<file path="config.mk">
export PLATFORM = sky130hd
export DESIGN_NAME = utf8_stream_validator_flat
export DESIGN_NICKNAME = d
export VERILOG_FILES = /design/src/hdl/u8v_pkg.sv /design/src/hdl/u8v_in_if.sv /design/src/hdl/u8v_out_if.sv /design/src/hdl/utf8_stream_validator.sv /design/src/hdl/u8v_in_stage.sv /design/src/hdl/u8v_core.sv /design/src/flat_wrapper.sv
export SDC_FILE = /design/constraint.sdc
export NUM_CORES = 1
export LEC_CHECK = 0
export ABC_AREA = 1
export BUFFER_PORTS_ARGS = -buffer_cell sky130_fd_sc_hd__buf_2
export CORE_UTILIZATION = 50
export CTS_BUF_LIST = sky130_fd_sc_hd__clkbuf_2 sky130_fd_sc_hd__clkbuf_4 sky130_fd_sc_hd__clkbuf_8
export CTS_CLUSTER_SIZE = 10
export DETAILED_ROUTE_END_ITERATION = 16
export PLACE_DENSITY = 0.72
export SETUP_SLACK_MARGIN = 0.15
export SLEW_MARGIN = 5
export SYNTH_ARGS = -nofsm -noshare
export SYNTH_HDL_FRONTEND = slang
export SYNTH_SLANG_ARGS = --single-unit
</file>
<file path="constraint.sdc">
create_clock -name clk -period 1.5 [get_ports clk]
set_input_delay 0.3 -clock clk [delete_from_list [all_inputs] [get_ports clk]]
set_output_delay 0.3 -clock clk [all_outputs]
set_load 0.02 [all_outputs]
</file>
<file path="src/hdl/u8v_pkg.sv">
`default_nettype none
package u8v_pkg;

  // Status codes of a verdict
  localparam logic [2:0] ST_VALID    = 3'd0;
  localparam logic [2:0] ST_BAD_LEAD = 3'd1;
  localparam logic [2:0] ST_TRUNC    = 3'd2;
  localparam logic [2:0] ST_BAD_CONT = 3'd3;
  localparam logic [2:0] ST_NONCANON = 3'd4;
  localparam logic [2:0] ST_CONTROL  = 3'd5;

  // Lead byte ranges, the ASCII limit, the lowest printable byte and the allowed control bytes
  localparam logic [7:0] LEAD2_LO   = 8'hc2;
  localparam logic [7:0] LEAD2_HI   = 8'hdf;
  localparam logic [7:0] LEAD3_LO   = 8'he0;
  localparam logic [7:0] LEAD3_HI   = 8'hef;
  localparam logic [7:0] LEAD4_LO   = 8'hf0;
  localparam logic [7:0] LEAD4_HI   = 8'hf4;
  localparam logic [7:0] ASCII_HI   = 8'h7f;
  localparam logic [7:0] PRINT_LO   = 8'h20;
  localparam logic [7:0] CHAR_TAB   = 8'h09;
  localparam logic [7:0] CHAR_LF    = 8'h0a;
  localparam logic [7:0] CHAR_CR    = 8'h0d;

  // Code point limits
  localparam logic [20:0] CP_MIN3   = 21'h000800;
  localparam logic [20:0] CP_MIN4   = 21'h010000;
  localparam logic [20:0] CP_MAX    = 21'h10ffff;
  localparam logic [20:0] SURR_LO   = 21'h00d800;
  localparam logic [20:0] SURR_HI   = 21'h00dfff;

  // Sequence lengths
  localparam logic [2:0] LEN_NONE = 3'd0;
  localparam logic [2:0] LEN2     = 3'd2;
  localparam logic [2:0] LEN3     = 3'd3;
  localparam logic [2:0] LEN4     = 3'd4;

  // One input item held in the input register
  typedef struct packed {
    logic       valid;
    logic [7:0] data_byte;
    logic       end_of_document;
  } stage_t;

endpackage
`default_nettype wire

</file>
<file path="src/hdl/u8v_in_if.sv">
`default_nettype none
interface u8v_in_if;
  logic       valid;
  logic       ready;
  logic [7:0] data_byte;
  logic       end_of_document;

  modport source(output valid, output data_byte, output end_of_document, input ready);
  modport sink(input valid, input data_byte, input end_of_document, output ready);
endinterface
`default_nettype wire

</file>
<file path="src/hdl/u8v_out_if.sv">
`default_nettype none
interface u8v_out_if;
  logic       valid;
  logic       ready;
  logic [2:0] status_code;

  modport source(output valid, output status_code, input ready);
  modport sink(input valid, input status_code, output ready);
endinterface
`default_nettype wire

</file>
<file path="src/hdl/utf8_stream_validator.sv">
// Strict UTF-8 checker, one byte per transfer, one verdict per document.
// A verdict passes through the input register and then the result register on its way to the result port.
// Throughput: 1 byte per cycle while the result port does not stall; the sequence state is updated in a single pass.
// A stalled result port holds the input register and then the input port.
// Reset (rst_n low, synchronous) empties both registers and clears the state.
`default_nettype none
module utf8_stream_validator (
  input  wire logic clk,
  input  wire logic rst_n,
  u8v_in_if.sink    in_chan,
  u8v_out_if.source out_chan
);

  u8v_pkg::stage_t stage;
  logic            take;

  u8v_in_stage u_in_stage (
    .clk     (clk),
    .rst_n   (rst_n),
    .in_chan (in_chan),
    .take    (take),
    .stage   (stage)
  );

  u8v_core u_core (
    .clk      (clk),
    .rst_n    (rst_n),
    .stage    (stage),
    .take     (take),
    .out_chan (out_chan)
  );

endmodule
`default_nettype wire

</file>
<file path="src/hdl/u8v_in_stage.sv">
`default_nettype none
module u8v_in_stage (
  input  wire logic           clk,
  input  wire logic           rst_n,
  u8v_in_if.sink              in_chan,
  input  wire logic           take,
  output u8v_pkg::stage_t     stage
);

  logic       valid_r, valid_nxt;
  logic [7:0] byte_r;
  logic       eod_r;
  logic       accept;

  // Accept a new transfer when the register is empty or drains this cycle
  assign in_chan.ready = !valid_r || take;
  assign accept        = in_chan.valid && in_chan.ready;

  always_comb begin
    valid_nxt = valid_r;
    if (accept) begin
      valid_nxt = 1'b1;
    end else if (take) begin
      valid_nxt = 1'b0;
    end
  end

  always_ff @(posedge clk) begin
    if (!rst_n) begin
      valid_r <= 1'b0;
    end else begin
      valid_r <= valid_nxt;
    end
  end

  // Load payload on each accepted transfer
  always_ff @(posedge clk) begin
    if (accept) begin
      byte_r <= in_chan.data_byte;
      eod_r  <= in_chan.end_of_document;
    end
  end

  assign stage.valid           = valid_r;
  assign stage.data_byte       = byte_r;
  assign stage.end_of_document = eod_r;

endmodule
`default_nettype wire

</file>
<file path="src/hdl/u8v_core.sv">
`default_nettype none
module u8v_core (
  input  wire logic           clk,
  input  wire logic           rst_n,
  input  wire u8v_pkg::stage_t stage,
  output logic                take,
  u8v_out_if.source           out_chan
);

  // Decoder state
  logic [1:0]  rem_r, rem_nxt;
  logic [2:0]  len_r, len_nxt;
  logic [20:0] code_r, code_nxt;
  logic        cerr_r, cerr_nxt;
  logic        vdone_r, vdone_nxt;

  // Result register
  logic        out_valid_r, out_valid_nxt;
  logic [2:0]  status_r;

  logic [7:0]  b;
  logic        last;
  logic [2:0]  status;
  logic        emit;
  logic        out_free;

  assign b    = stage.data_byte;
  assign last = stage.end_of_document;

  // Advance when the result register is empty or drains this cycle
  assign out_free = !out_valid_r || out_chan.ready;
  assign take     = stage.valid && out_free;

  // Decode one byte against the current sequence state
  always_comb begin
    rem_nxt   = rem_r;
    len_nxt   = len_r;
    code_nxt  = code_r;
    cerr_nxt  = cerr_r;
    vdone_nxt = vdone_r;
    status    = u8v_pkg::ST_VALID;
    emit      = 1'b0;

    if (!vdone_r) begin
      if (rem_r == 2'd0) begin
        if (b <= u8v_pkg::ASCII_HI) begin
          if (b < u8v_pkg::PRINT_LO && !(b inside {u8v_pkg::CHAR_TAB, u8v_pkg::CHAR_LF,
                                                  u8v_pkg::CHAR_CR})) begin
            status = u8v_pkg::ST_CONTROL;
          end
        end else if (b inside {[u8v_pkg::LEAD2_LO:u8v_pkg::LEAD2_HI]}) begin
          len_nxt  = u8v_pkg::LEN2;
          code_nxt = {16'd0, b[4:0]};
          rem_nxt  = 2'd1;
          cerr_nxt = 1'b0;
        end else if (b inside {[u8v_pkg::LEAD3_LO:u8v_pkg::LEAD3_HI]}) begin
          len_nxt  = u8v_pkg::LEN3;
          code_nxt = {17'd0, b[3:0]};
          rem_nxt  = 2'd2;
          cerr_nxt = 1'b0;
        end else if (b inside {[u8v_pkg::LEAD4_LO:u8v_pkg::LEAD4_HI]}) begin
          len_nxt  = u8v_pkg::LEN4;
          code_nxt = {18'd0, b[2:0]};
          rem_nxt  = 2'd3;
          cerr_nxt = 1'b0;
        end else begin
          status = u8v_pkg::ST_BAD_LEAD;
        end
      end else begin
        // Gather a continuation; hold a bad one until the sequence closes
        if (b[7:6] != 2'b10) begin
          cerr_nxt = 1'b1;
        end
        code_nxt = {code_r[14:0], b[5:0]};
        rem_nxt  = rem_r - 2'd1;
        if (rem_nxt == 2'd0) begin
          if (cerr_nxt) begin
            status = u8v_pkg::ST_BAD_CONT;
          end else if ((len_r == u8v_pkg::LEN3 && code_nxt < u8v_pkg::CP_MIN3) ||
                       (len_r == u8v_pkg::LEN4 && code_nxt < u8v_pkg::CP_MIN4) ||
                       code_nxt > u8v_pkg::CP_MAX ||
                       (code_nxt >= u8v_pkg::SURR_LO && code_nxt <= u8v_pkg::SURR_HI)) begin
            status = u8v_pkg::ST_NONCANON;
          end
        end
      end

      // Final byte without an error: open sequence means truncation
      if (status == u8v_pkg::ST_VALID && last && rem_nxt != 2'd0) begin
        status = u8v_pkg::ST_TRUNC;
      end
      emit      = (status != u8v_pkg::ST_VALID) || last;
      vdone_nxt = emit;
    end

    // Clear everything at the end of a document
    if (last) begin
      rem_nxt   = 2'd0;
      len_nxt   = u8v_pkg::LEN_NONE;
      code_nxt  = 21'd0;
      cerr_nxt  = 1'b0;
      vdone_nxt = 1'b0;
    end
  end

  always_ff @(posedge clk) begin
    if (!rst_n) begin
      rem_r   <= 2'd0;
      len_r   <= u8v_pkg::LEN_NONE;
      code_r  <= 21'd0;
      cerr_r  <= 1'b0;
      vdone_r <= 1'b0;
    end else if (take) begin
      rem_r   <= rem_nxt;
      len_r   <= len_nxt;
      code_r  <= code_nxt;
      cerr_r  <= cerr_nxt;
      vdone_r <= vdone_nxt;
    end
  end

  // Result register: load on a verdict, drop once transferred
  always_comb begin
    out_valid_nxt = out_valid_r;
    if (take) begin
      out_valid_nxt = emit;
    end else if (out_chan.ready) begin
      out_valid_nxt = 1'b0;
    end
  end

  always_ff @(posedge clk) begin
    if (!rst_n) begin
      out_valid_r <= 1'b0;
    end else begin
      out_valid_r <= out_valid_nxt;
    end
  end

  always_ff @(posedge clk) begin
    if (take && emit) begin
      status_r <= status;
    end
  end

  assign out_chan.valid       = out_valid_r;
  assign out_chan.status_code = status_r;

  // Checks
  a_no_second_verdict: assert property (@(posedge clk) disable iff (!rst_n)
    (take && vdone_r) |-> !emit)
    else $error("verdict emitted twice for one document");

  a_clear_at_end: assert property (@(posedge clk) disable iff (!rst_n)
    (take && last) |=> (rem_r == 2'd0 && !vdone_r && !cerr_r))
    else $error("state not cleared after end of document");

  a_rem_fits_len: assert property (@(posedge clk) disable iff (!rst_n)
    (rem_r != 2'd0) |-> ({1'b0, rem_r} < len_r && len_r >= u8v_pkg::LEN2))
    else $error("pending continuations exceed sequence length");

  a_verdict_loaded: assert property (@(posedge clk) disable iff (!rst_n)
    (take && emit) |=> out_valid_r)
    else $error("verdict not presented");

  a_status_range: assert property (@(posedge clk) disable iff (!rst_n)
    out_valid_r |-> (status_r <= u8v_pkg::ST_CONTROL))
    else $error("status code out of range");

endmodule
`default_nettype wire

</file>
<file path="src/flat_wrapper.sv">
// flat-port wrapper written by rule: the top's interface ports become plain ports
module utf8_stream_validator_flat 
  (clk, rst_n, in_chan_valid, in_chan_data_byte, in_chan_end_of_document, in_chan_ready, out_chan_valid, out_chan_status_code, out_chan_ready);
  u8v_in_if in_chan_i ();
  u8v_out_if out_chan_i ();
  input  wire logic clk;
  input  wire logic rst_n;
  input wire logic [$bits(in_chan_i.valid)-1:0] in_chan_valid;
  input wire logic [$bits(in_chan_i.data_byte)-1:0] in_chan_data_byte;
  input wire logic [$bits(in_chan_i.end_of_document)-1:0] in_chan_end_of_document;
  output wire logic [$bits(in_chan_i.ready)-1:0] in_chan_ready;
  output wire logic [$bits(out_chan_i.valid)-1:0] out_chan_valid;
  output wire logic [$bits(out_chan_i.status_code)-1:0] out_chan_status_code;
  input wire logic [$bits(out_chan_i.ready)-1:0] out_chan_ready;
  assign in_chan_i.valid = in_chan_valid;
  assign in_chan_i.data_byte = in_chan_data_byte;
  assign in_chan_i.end_of_document = in_chan_end_of_document;
  assign in_chan_ready = in_chan_i.ready;
  assign out_chan_valid = out_chan_i.valid;
  assign out_chan_status_code = out_chan_i.status_code;
  assign out_chan_i.ready = out_chan_ready;
  utf8_stream_validator u_core (.clk(clk), .rst_n(rst_n), .in_chan(in_chan_i), .out_chan(out_chan_i));
endmodule
</file>
Word level (Yosys, flattened, before mapping) --
Index checks and enable logic that the tools add are counted. Widths: inputs -> output; s select.
Word-level totals: register bits after elaboration 36, input bits 13, output and inout bits 5
Operators by class: $add $sub $neg 1, order comparisons 13, eq/ne operators 10, muxes and demuxes 51, reduce and logical (&&, ||, !) cells 34
Operators by type and width (number):
- $mux 15 | 7
- $mux 3 | 16
- $eq 8x4->1 const B | 3
- $ge 8x8->1 const B | 3
- $le 8x8->1 const B | 3
- $ge 21x16->1 const B | 1
- $gt 21x21->1 const B | 1
- $le 21x16->1 const B | 1
- $lt 21x12->1 const B | 1
- $lt 21x17->1 const B | 1
- $mux 1 | 20
- $mux 2 | 8
- $logic_and 1x1->1 | 12
- $le 8x7->1 const B | 1
- $lt 8x6->1 const B | 1
- $reduce_bool 2->1 | 4
- $logic_or 1x1->1 | 6
- $reduce_bool 3->1 | 2
- $ne 5x1->1 const B | 1
- $reduce_and 5->1 | 1
- $logic_not 2->1 | 2
- $ne 2x1->1 const B | 2
- $reduce_and 4->1 | 1
- $reduce_bool 4->1 | 1
- 8 further kinds | 10

Logic depth before layout (Yosys ltp) --
Gate-level depths: netlist of run 1.
depth after elaboration 19, mapped depth 11

Hierarchy --
Synthesis of run 1 repeated with hierarchy kept, for this count alone.
Second synthesis, totals: cells, all modules 226, area total of the unflattened synthesis 1749.2 um^2
By module, submodules not included:
- u8v_core | times used 1, cells each 208, area an instance 1412.6 um^2, sequential area each 550.5 um^2
- u8v_in_stage | times used 1, cells each 18, area an instance 336.6 um^2, sequential area each 290.3 um^2

Worst setup path before layout of run 1 --
Ideal clock, no wire load.
path kind flip-flop to flip-flop, from register u_core.u_in_stage.byte_r[5], to register u_core.u_core.status_r[0], in the netlist u_core.u_core.out_chan.status_code[0] (enable), arrival 1.271 ns, setup slack -0.071 ns, stages on the path, launching flop included 9, buffers on the path 0, cell sequence edfxtp_1 > or2_2 > nor2_1 > a21oi_1 > nand2_1 > a21oi_1 > nand3_1 > nand2_1 > inv_1
On the way: cells in the longest elaborated chain, start to end 19, elaborated cells between the ends (all ways) 54
RTL lines:
- from (decl) | RTL line u8v_in_stage.sv:11 | logic [7:0] byte_r;
- from (signal assigned) | RTL line u8v_in_stage.sv:39 | byte_r <= in_chan.data_byte;
- $lt 21x12->1 or $lt 21x17->1 (tied branches) | RTL line u8v_core.sv:79, u8v_core.sv:80
- $logic_and 1x1->1, on equally long branches | RTL line u8v_core.sv:79, u8v_core.sv:80
- $logic_or 1x1->1 | RTL line u8v_core.sv:79 | end else if ((len_r == u8v_pkg::LEN3 && code_nxt < u8v_pkg::CP_MIN3) ||
- $logic_or 1x1->1 | RTL line u8v_core.sv:80 | (len_r == u8v_pkg::LEN4 && code_nxt < u8v_pkg::CP_MIN4) ||
- $logic_or 1x1->1 | RTL line u8v_core.sv:81 | code_nxt > u8v_pkg::CP_MAX ||
- $mux 3 | RTL line u8v_core.sv:79
- $mux 3 | RTL line u8v_core.sv:77 | if (cerr_nxt) begin
- $mux 3 | RTL line u8v_core.sv:76 | if (rem_nxt == 2'd0) begin
- [2 not listed]
- $logic_not 3->1 | RTL line u8v_core.sv:89 | if (status == u8v_pkg::ST_VALID && last && rem_nxt != 2'd0) begin
- $logic_and 1x1->1 (2 in series) | RTL line u8v_core.sv:89
- $mux 3 (*) | RTL line u8v_core.sv:89
- $mux 3 (*) | RTL line u8v_core.sv:44 | if (!vdone_r) begin
- $reduce_bool 3->1 (*) | RTL line u8v_core.sv:92 | emit = (status != u8v_pkg::ST_VALID) || last;
- $logic_or 1x1->1 (*) | RTL line u8v_core.sv:92
- $mux 1 (*) | RTL line u8v_core.sv:44
- $logic_and 1x1->1 (*) | RTL line u8v_core.sv:141 | if (take && emit) begin
- to (signal assigned) | RTL line u8v_core.sv:142 | status_r <= status;
- to (decl) | RTL line u8v_core.sv:19 | logic [2:0] status_r;
Every way passes the cells marked *; elsewhere a longest branch is shown, timed or not. The select of a mux whose other input is x is not followed. A chain may end at the register's enable or synchronous reset.

Final worst setup path of run 1 --
from register u_core.u_in_stage.byte_r[5], to register u_core.u_core.status_r[2], in the netlist u_core.u_core.out_chan.status_code[2] (enable)
Same word-level chain as after synthesis.

==> results of run 1 <==
[logic make-up after synthesis]
group,count (synthesis),synth area share (%)
AOI/OAI and AO/OA,41,14.1
DFF,36,47.2
and+or+nand+nor,112,31.3
buffers and inverters,28,7.45
[critical path, delay by kind of cell, from the launching register on]
kind            cells  cell delay [ns]
compound gates      2             0.29
simple gates        6             0.53
buf+inv             2             0.14
flops               1             0.50
[metal layers]
layer	up-vias	wire [microns]	share of wire (%)
met3	8	146	3.8
li1	847	-	-
met5	-	0	0
met4	0	66	1.7
met2	32	1910	49
met1	772	1750	45
[state kept, by name, indices dropped and copies added (netlist names)]
| register | count |
|---|---|
| u_core.u_core.rem_r | 2 |
| u_core.u_in_stage.byte_r | 8 |
| u_core.u_core.cerr_r | 1 |
| u_core.u_core.code_r | 15 |
| u_core.u_in_stage.valid_r | 1 |
| u_core.u_core.len_r | 3 |
| u_core.u_core.out_chan.valid | 1 |
| u_core.u_in_stage.eod_r | 1 |
| u_core.u_core.vdone_r | 1 |
| u_core.u_core.out_chan.status_code | 3 |
[stage by stage]
stage | setup slack, ns | hold slack, ns
3_5_place_dp | -0.138 | 0.468
6_report | -0.181 | 0.121
5_1_grt | -0.334 | 0.0991
4_1_cts | -0.181 | 0.105
3_3_place_gp | -0.111 | 0.465
2_1_floorplan | 0.0181 | 0.399
[area by class of cell]
cell class | count | area, sq um | share of cell area [%]
Timing Repair Buffer | 59 | 425 | 17.4
Multi-Input combinational cell | 153 | 932 | 38.2
Sequential cell | 36 | 843 | 34.6
Clock buffer | 5 | 37.5 | 1.54
Tap cell | 46 | 57.6 | 2.36
Inverter | 22 | 90.1 | 3.69
Timing Repair inverter | 1 | 11.3 | 0.462
Clock inverter | 3 | 42.5 | 1.74
[worst paths after layout]
path                                                         endpoint  slack (ns)  cells past startpoint
worst max-delay path            u_core.u_core.out_chan.status_code[2]       -0.18                     10
worst min-delay path                      u_core.u_in_stage.byte_r[5]        0.12                      1
worst max register to register  u_core.u_core.out_chan.status_code[2]       -0.18                     10
worst min register to register                u_core.u_core.code_r[0]        0.47                      2
[cells in the final DEF (no fill, tap or decap), drive strengths merged, types with 3 or more instances in the layout]
cell,synthesis,final
buf,4,59
nand2,51,51
a21oi,32,32
nor2,30,30
dfxtp,24,24
inv,22,23
nand3,23,23
edfxtp,12,12
clkbuf,2,5
o21ai,4,4
nand3b,3,3
nand4,3,3
[power breakdown]
| part | switching (mW) | leakage (nW) | internal, mW | total, mW |
|---|---|---|---|---|
| Sequential | 0.0304 | 0.312 | 1.05 | 1.08 |
| Clock | 0.331 | 0.0412 | 0.347 | 0.678 |
| Combinational | 0.185 | 0.658 | 0.158 | 0.342 |
| Total | 0.546 | 1.01 | 1.55 | 2.10 |
[what timing repair did]
action / CTS / global route
setup endpoints to repair: 28 / 30
resized for setup: 34 / 8
gates cloned: 1 / 0
setup buffers: 7 / 3
pin swaps: 17 / 6
==> impl_metrics.tcl, run 1 <==
set metrics [dict create \
    post-place-cells 306 \
    ir_worst_vdd_mv 0.634 \
    areaGrowthSynthToFinish_pct 37.0 \
    design_area_sq_um 2440 \
    critPathRequiredTime_ns 1.62 \
    critPathCaptureType "flop" \
    critical-path-max-stage-delay_ns 0.50 \
    r2r-start "u_core.u_in_stage.byte_r[5]" \
    start_kind "flop" \
    vias 1659 \
    synth.area.top_cells "dfxtp_1, edfxtp_1, nand2_1, a21oi_1, nor2_1" \
    criticalPathCategory "flop to flop" \
    cts_tree "yes" \
    synth_common_cells "nand2_1, nor2_1, dfxtp_1" \
    worstPathMaxFanout 7 \
    drt-wirelength-per-cell_microns 11.9 \
    syn_area_sq_um 1780 \
    drv_cap 0 \
    finalHoldViolations 0 \
    finClkSkew_ns 0.00298 \
    root_buffer "clkbuf_4" \
    nNetsFinal 291 \
    post-route-util_pct 72.5 \
    use_met3_pct 6.51 \
    fmax_ghz 0.595 \
    num_rows 21 \
    cp.arrival_ns 1.81 \
    globalRouteMet1Util_pct 28.5 \
    syn_area_per_cell_sq_um 8.20 \
    yosysMostFrequentCell "nand2_1" \
    grt_max_degree 13 \
    path_clk_slew_ns 0.11 \
    io_buffer_count 17 \
    synth_cells 217 \
    synth_fp_nets 230 \
    drtPass1Iterations 4 \
    dpl.hpwl_microns 2690 \
    n_antenna_cell 0 \
    synthArstFlopShare_pct 0 \
    track_usage_pct 23.2 \
    grt_pass1_vias 1500 \
    viasPerCell 5.10 \
    status "finished, violations left" \
    clk_latency_ns 0.34 \
    fillCellCount 258 \
    report.power.total_mw 2.10 \
    rsz0062_at_grt "yes" \
    routed_wl_microns 3870 \
    timing.final.crit_share_pct 112 \
    setup_violations 28 \
    use_met2_pct 37.8 \
    instances_no_fill 325 \
    max_slew_margin_pct 68.3 \
    synth-seq-cells 36 \
    cts_made_buffers 5 \
    period_minus_slack_ns 1.68 \
    cts.path.max_buffers 2 \
    grt_pass1_wl_microns 6270 \
    drt-initial-drc-count 58 \
    dpl_cell_area_sq_um 2140 \
    violations "negative setup slack" \
    fin_tns_setup_ns -2.64 \
    leakagePower_nw 1.01 \
    p_per_area_nw_per_um2 860 \
    cts-hold-fix-buffers 0 \
    htree_levels 2 \
    die_h_microns 61.7 \
    yosys_warnings 0 \
    synth_top_area_share_pct 27.0 \
    gp_congestion 0.856 \
    cp_slowest_cell "edfxtp_1" \
    clock_sinks 36 \
    synthFlopType "dfxtp_1" \
    crit_start "u_core.u_in_stage.byte_r[5]" \
    die_area_sq_um 3800 \
    hp-class "primary input to flop" \
    synth_area_leader_cell "dfxtp_1" \
    ant_nets 0 \
    synth.distinct_cells 30 \
    die_x_microns 61.7 \
    path_cells "inv_1 -> nand2_1 -> nor2_1 -> nand3_1 -> a21oi_2 -> nand2_1 -> a21oi_2 -> nand3_1 -> nand2_1 -> inv_2" \
    worst_slew_pin_slew_ns 0.475 \
    antenna_found_initial 0 \
    grt_remaining_overflow 0 \
    seq_area_frac_synth_pct 47.2 \
    synth_edf_count 12 \
    setup_ws_ns -0.181 \
    hold_start "in_chan_data_byte[5]" \
    core_sq_um 3360 \
    drive_above_1_share_pct 47.3 \
    drc 0 \
    crit_path_frequent_cell "nand2_1" \
    maxSlewViolCount 0 \
    start_util_pct 52.9 \
    grt_busiest_layer "met2" \
    ios 18 \
]
Power figures use the tool's default switching activity.
==> inputs of run 2 (changes only) <==
--- a/config.mk
+++ b/config.mk
@@ -7,11 +7,13 @@
 export LEC_CHECK = 0
 export ABC_AREA = 1
 export BUFFER_PORTS_ARGS = -buffer_cell sky130_fd_sc_hd__buf_2
-export CORE_UTILIZATION = 50
+export CELL_PAD_IN_SITES_DETAIL_PLACEMENT = 1
+export CELL_PAD_IN_SITES_GLOBAL_PLACEMENT = 2
+export CORE_UTILIZATION = 33
 export CTS_BUF_LIST = sky130_fd_sc_hd__clkbuf_2 sky130_fd_sc_hd__clkbuf_4 sky130_fd_sc_hd__clkbuf_8
 export CTS_CLUSTER_SIZE = 10
 export DETAILED_ROUTE_END_ITERATION = 16
-export PLACE_DENSITY = 0.72
+export PLACE_DENSITY_LB_ADDON = 0.1
 export SETUP_SLACK_MARGIN = 0.15
 export SLEW_MARGIN = 5
 export SYNTH_ARGS = -nofsm -noshare
==> run 2 against run 1 <==
The flow still finishes with violations (negative setup slack). Global-route usage decreased by 4.0 points. Register-to-register slack got worse by 0.08 ns. Combinational power is 13% higher. Routed wire length up 41%. First-iteration DRC count down 38%. Fmax shrank 4.5%. Die area rose by 50%. Final cell count increased by 11%. Critical path depth stayed put. Design area increased by 8.6%. Utilization down 21 points. Flip-flop and latch count unchanged. Critical path type unchanged. Highest routed layer unchanged.
==> impl_metrics.tcl, run 2 (same netlist as run 1, synthesis figures left out) <==
set metrics [dict create \
    cts.path.max_buffers 2 \
    finClkSkew_ns 0.0105 \
    nNetsFinal 303 \
    antenna_found_initial 0 \
    criticalPathCategory "flop to flop" \
    ir_worst_vdd_mv 0.528 \
    status "finished, violations left" \
    maxSlewViolCount 0 \
    hp-class "primary input to flop" \
    cts_tree "yes" \
    start_util_pct 34.6 \
    timing.final.crit_share_pct 117 \
    timing.hold.ws_ns 0.179 \
    core_sq_um 5140 \
    design_area_sq_um 2650 \
    grt_pass1_vias 1763 \
    largest-register "u_core.u_core.code_r" \
    grt_max_degree 22 \
    top_regs "u_core.u_core.code_r (15), u_core.u_in_stage.byte_r (8)" \
    rsz0062_at_grt "yes" \
    drc 0 \
    path_cells "inv_1 -> nand2_1 -> nor2_1 -> nand3_2 -> a21oi_2 -> nand2_1 -> a21oi_2 -> nand3_1 -> nand2_2 -> inv_2" \
    die_x_microns 75.5 \
    ios 18 \
    drv_cap 0 \
    fmax_ghz 0.568 \
    dpl_cell_area_sq_um 2200 \
    num_rows 26 \
    period_minus_slack_ns 1.76 \
    die_area_sq_um 5690 \
    gp_congestion 0.868 \
    setup_violations 28 \
    max_slew_margin_pct 77.1 \
    drt-initial-drc-count 36 \
    critPathRequiredTime_ns 1.57 \
    grt_remaining_overflow 0 \
    critPathCaptureType "flop" \
    worst_slew_pin_slew_ns 0.343 \
    track_usage_pct 19.2 \
    place_ws_ns -0.190 \
    routed_wl_microns 5440 \
    drive_above_1_share_pct 52.2 \
    violations "negative setup slack" \
    clk_latency_ns 0.30 \
    cp_slowest_cell "edfxtp_1" \
    htree_levels 2 \
    cp_num_buf_inv 2 \
    clock_sinks 36 \
    viasPerCell 4.81 \
    cpLargestDelayFamily "simple AND/OR/NAND/NOR gates" \
    dpl.hpwl_microns 3640 \
    vias 1736 \
    layout_commonest_cell "buf_4" \
    setup_ws_ns -0.260 \
    start_kind "flop" \
    path_clk_slew_ns 0.07 \
    worstPathMaxFanout 5 \
    areaGrowthSynthToFinish_pct 48.8 \
    io_buffer_count 17 \
    cts_made_buffers 5 \
    ant_nets 0 \
    post-route-util_pct 51.5 \
    die_h_microns 75.5 \
    drtPass1Iterations 4 \
    n_antenna_cell 0 \
    drt-wirelength-per-cell_microns 15.1 \
    critical-path-max-stage-delay_ns 0.45 \
    leakagePower_nw 1.09 \
    grt_pass1_wl_microns 8010 \
    cp.arrival_ns 1.83 \
    layout_common_cells "buf_4, nand2_1, dfxtp_1" \
    finalHoldViolations 0 \
    p_per_area_nw_per_um2 878 \
    root_buffer "clkbuf_8" \
    largest_reg_flops 15 \
]
## run 2: cell count changes in the layout (fill, tap and decap cells not counted), sizes merged
| cell | before | now |
|---|---|---|
| buf | 59 | 72 |
| inv | 23 | 22 |
## run 2: through the flow
| step | total power [mW] | cells | setup TNS (ns) |
|---|---|---|---|
| after detailed placement | 1.39 | 334 | -3.17 |
| after global placement | 1.38 | 334 | -1.01 |
| after floorplan | 1.26 | 217 | 0 |
| final | 2.33 | 361 | -3.82 |
| after global routing | 2.41 | 361 | -7.01 |
| after CTS | 2.30 | 353 | -2.96 |
## run 2: worst reg2reg max path: stages (launching register included)
cell and delay, ns:
edfxtp_1 0.45, inv_1 0.11, nand2_1 0.09, nor2_1 0.17, nand3_2 0.11, a21oi_2 0.17, nand2_1 0.08, a21oi_2 0.12
nand3_1 0.10, nand2_2 0.09, inv_2 0.05
## run 2: power by group
group          total [mW]  internal (mW)  switching, mW
logic               0.387          0.176          0.211
clock network       0.862          0.492          0.370
registers            1.08           1.05         0.0309
total                2.33           1.71          0.612
## run 2: cell type report
class / instances / area (sq um)
fillers: 654 / 2490
flip-flops and latches: 36 / 842
clock buffers: 5 / 68.8
inverters: 22 / 92.6
multi-input cells: 153 / 995
clock inverters: 3 / 42.5
repair buffers: 72 / 520
well taps: 70 / 87.6
## run 2: timing repair
| item | CTS | global route |
|---|---|---|
| gates cloned | 0 | 0 |
| pin swaps | 24 | 13 |
| endpoints found under the setup margin | 29 | 29 |
| resized for setup | 32 | 23 |
| hold buffers | 0 | 0 |
| buffers inserted | 11 | 8 |
## run 2: final timing paths
kind	slack [ns]	startpoint	cells after the start	to
worst min-delay path	0.18	in_chan_end_of_document	1	u_core.u_in_stage.eod_r
worst max register to register	-0.26	u_core.u_in_stage.byte_r[5]	10	u_core.u_core.out_chan.status_code[2]
worst max-delay path	-0.26	u_core.u_in_stage.byte_r[5]	10	u_core.u_core.out_chan.status_code[2]
worst min register to register	0.48	u_core.u_core.code_r[2]	2	u_core.u_core.code_r[2]
## run 2: routing by layer
metal | global-route usage, % | wire length, microns | vias up
li1 | - | - | 867
met5 | 0 | 0 | -
met4 | 5.56 | 114 | 0
met3 | 4.37 | 126 | 9
met1 | 21.2 | 2160 | 837
met2 | 36.6 | 3040 | 23
==> inputs of run 3 (changes only) <==
==> constraint.sdc (replaced) <==
create_clock -name clk -period 1.5 [get_ports clk]
set_input_delay 0.225 -clock clk [delete_from_list [all_inputs] [get_ports clk]]
set_output_delay 0.225 -clock clk [all_outputs]
set_load 0.02 [all_outputs]
==> run 3 against run 2 <==
The run still ends with negative setup slack left. Combinational power rose by 4%. Power fell by 5.1%. Sequential share of layout area barely moved. Clock power fell by 16%. Critical endpoint is now u_core.u_core.out_chan.status_code[0].
==> impl_metrics.tcl, run 3 (same netlist as run 1, synthesis figures left out) <==
set metrics [dict create \
    finalHoldViolations 0 \
    layout_common_cells "buf_4, nand2_1, dfxtp_1" \
    vias 1715 \
    grt_max_degree 22 \
    clock_sinks 36 \
    layout_commonest_cell "buf_4" \
    cts-hold-fix-buffers 0 \
    setup_violations 27 \
    cts_tree "yes" \
    io_buffer_count 17 \
    violations "negative setup slack" \
    hp-class "primary input to flop" \
    start_kind "flop" \
    core_sq_um 5140 \
    ant_nets 0 \
    clk_latency_ns 0.30 \
    grt_pass1_wl_microns 7980 \
    routed_wl_microns 5310 \
    cts.path.max_buffers 2 \
    timing.final.crit_share_pct 116 \
    worst_slew_pin_slew_ns 0.341 \
    antenna_found_initial 0 \
    ir_worst_vdd_mv 0.431 \
    fmax_ghz 0.573 \
    drv_cap 0 \
    grt_pass1_vias 1718 \
    setup_ws_ns -0.244 \
    cp.arrival_ns 1.90 \
    p_per_area_nw_per_um2 834 \
    htree_levels 2 \
    drt-initial-drc-count 76 \
    ios 18 \
    cts_made_buffers 5 \
    status "finished, violations left" \
    fin_tns_setup_ns -3.34 \
    max_slew_margin_pct 77.3 \
    viasPerCell 4.82 \
    maxSlewViolCount 0 \
    critPathCaptureType "flop" \
    critPathRequiredTime_ns 1.65 \
    largest_reg_flops 15 \
    largest-register "u_core.u_core.code_r" \
    rsz0062_at_grt "yes" \
    finClkSkew_ns 0.00946 \
    period_minus_slack_ns 1.74 \
    areaGrowthSynthToFinish_pct 48.7 \
    die_h_microns 75.5 \
    num_rows 26 \
    drc 0 \
    leakagePower_nw 1.07 \
    dpl.hpwl_microns 3590 \
    root_buffer "clkbuf_8" \
    die_area_sq_um 5690 \
    criticalPathCategory "flop to flop" \
    die_x_microns 75.5 \
    track_usage_pct 19.4 \
    grt_remaining_overflow 0 \
    n_antenna_cell 0 \
    design_area_sq_um 2650 \
    drive_above_1_share_pct 54.2 \
    start_util_pct 34.6 \
    path_clk_slew_ns 0.07 \
    top_regs "u_core.u_core.code_r (15), u_core.u_in_stage.byte_r (8)" \
    drtPass1Iterations 4 \
    worstPathMaxFanout 5 \
    nNetsFinal 298 \
    drt-wirelength-per-cell_microns 14.9 \
    gp_congestion 0.831 \
    dpl_cell_area_sq_um 2180 \
]
==> run 3: changes by cell type in the layout (fill, tap and decap cells not counted), sizes merged <==
cell,delta
buf,-6
bufinv,-1
clkbuf,+1
clkinv,+1
clkinvlp,-1
inv,+1
==> run 3: final timing paths <==
check / start / end / slack (ns) / depth (start not counted)
worst max-delay path: u_core.u_in_stage.byte_r[5] / u_core.u_core.out_chan.status_code[0] / -0.24 / 9
worst min-delay path: in_chan_end_of_document / u_core.u_in_stage.eod_r / 0.1 / 1
worst max register to register: u_core.u_in_stage.byte_r[5] / u_core.u_core.out_chan.status_code[0] / -0.24 / 9
worst min register to register: u_core.u_core.code_r[2] / u_core.u_core.code_r[2] / 0.47 / 2
==> run 3: layout make-up <==
type	instances	area, sq um
clock buffer	6	82.6
clock inverter	2	10.0
fill	648	2490
inverter	22	92.6
multi-input combinational	153	1030
sequential	36	842
tap	70	87.6
timing repair buffer	66	499
timing repair inverter	1	6.26
==> run 3: critical path, stage by stage (launching register included) <==
cell and delay (ns):
edfxtp_1 0.47, buf_6 0.16, or2_4 0.23, nor2_4 0.10, a21oi_2 0.07, buf_4 0.14
buf_6 0.11, buf_6 0.10, buf_6 0.10, a21oi_2 0.12
==> run 3: repair_timing <==
item                       4_1_cts  5_1_grt
buffers inserted                11        5
gates resized for setup         31       36
gates cloned                     1        0
pin swaps                       15       19
setup endpoints to repair       28       29
==> run 3: per-stage QoR <==
step	cells	worst slack (ns)	hold slack, ns	total power, mW	util, %
after global placement	331	-0.0949	0.401	1.37	42.4
final	356	-0.244	0.0970	2.21	51.5
after CTS	351	-0.168	0.0916	2.17	48.1
after floorplan	217	0.0181	0.324	1.26	-
after global routing	356	-0.314	0.0952	2.30	51.5
after detailed placement	331	-0.204	0.403	1.38	42.4
==> run 3: report_power, final <==
part / internal, mW / switching [mW] / total [mW]
Sequential: 1.05 / 0.0296 / 1.08
Combinational: 0.179 / 0.224 / 0.404
Clock: 0.366 / 0.361 / 0.728
==> run 3: metal layers <==
metal,global-route usage (%),wire (microns)
met2,35.9,2950
met3,4.37,132
met4,6.79,70
met5,0,0
met1,21.7,2150
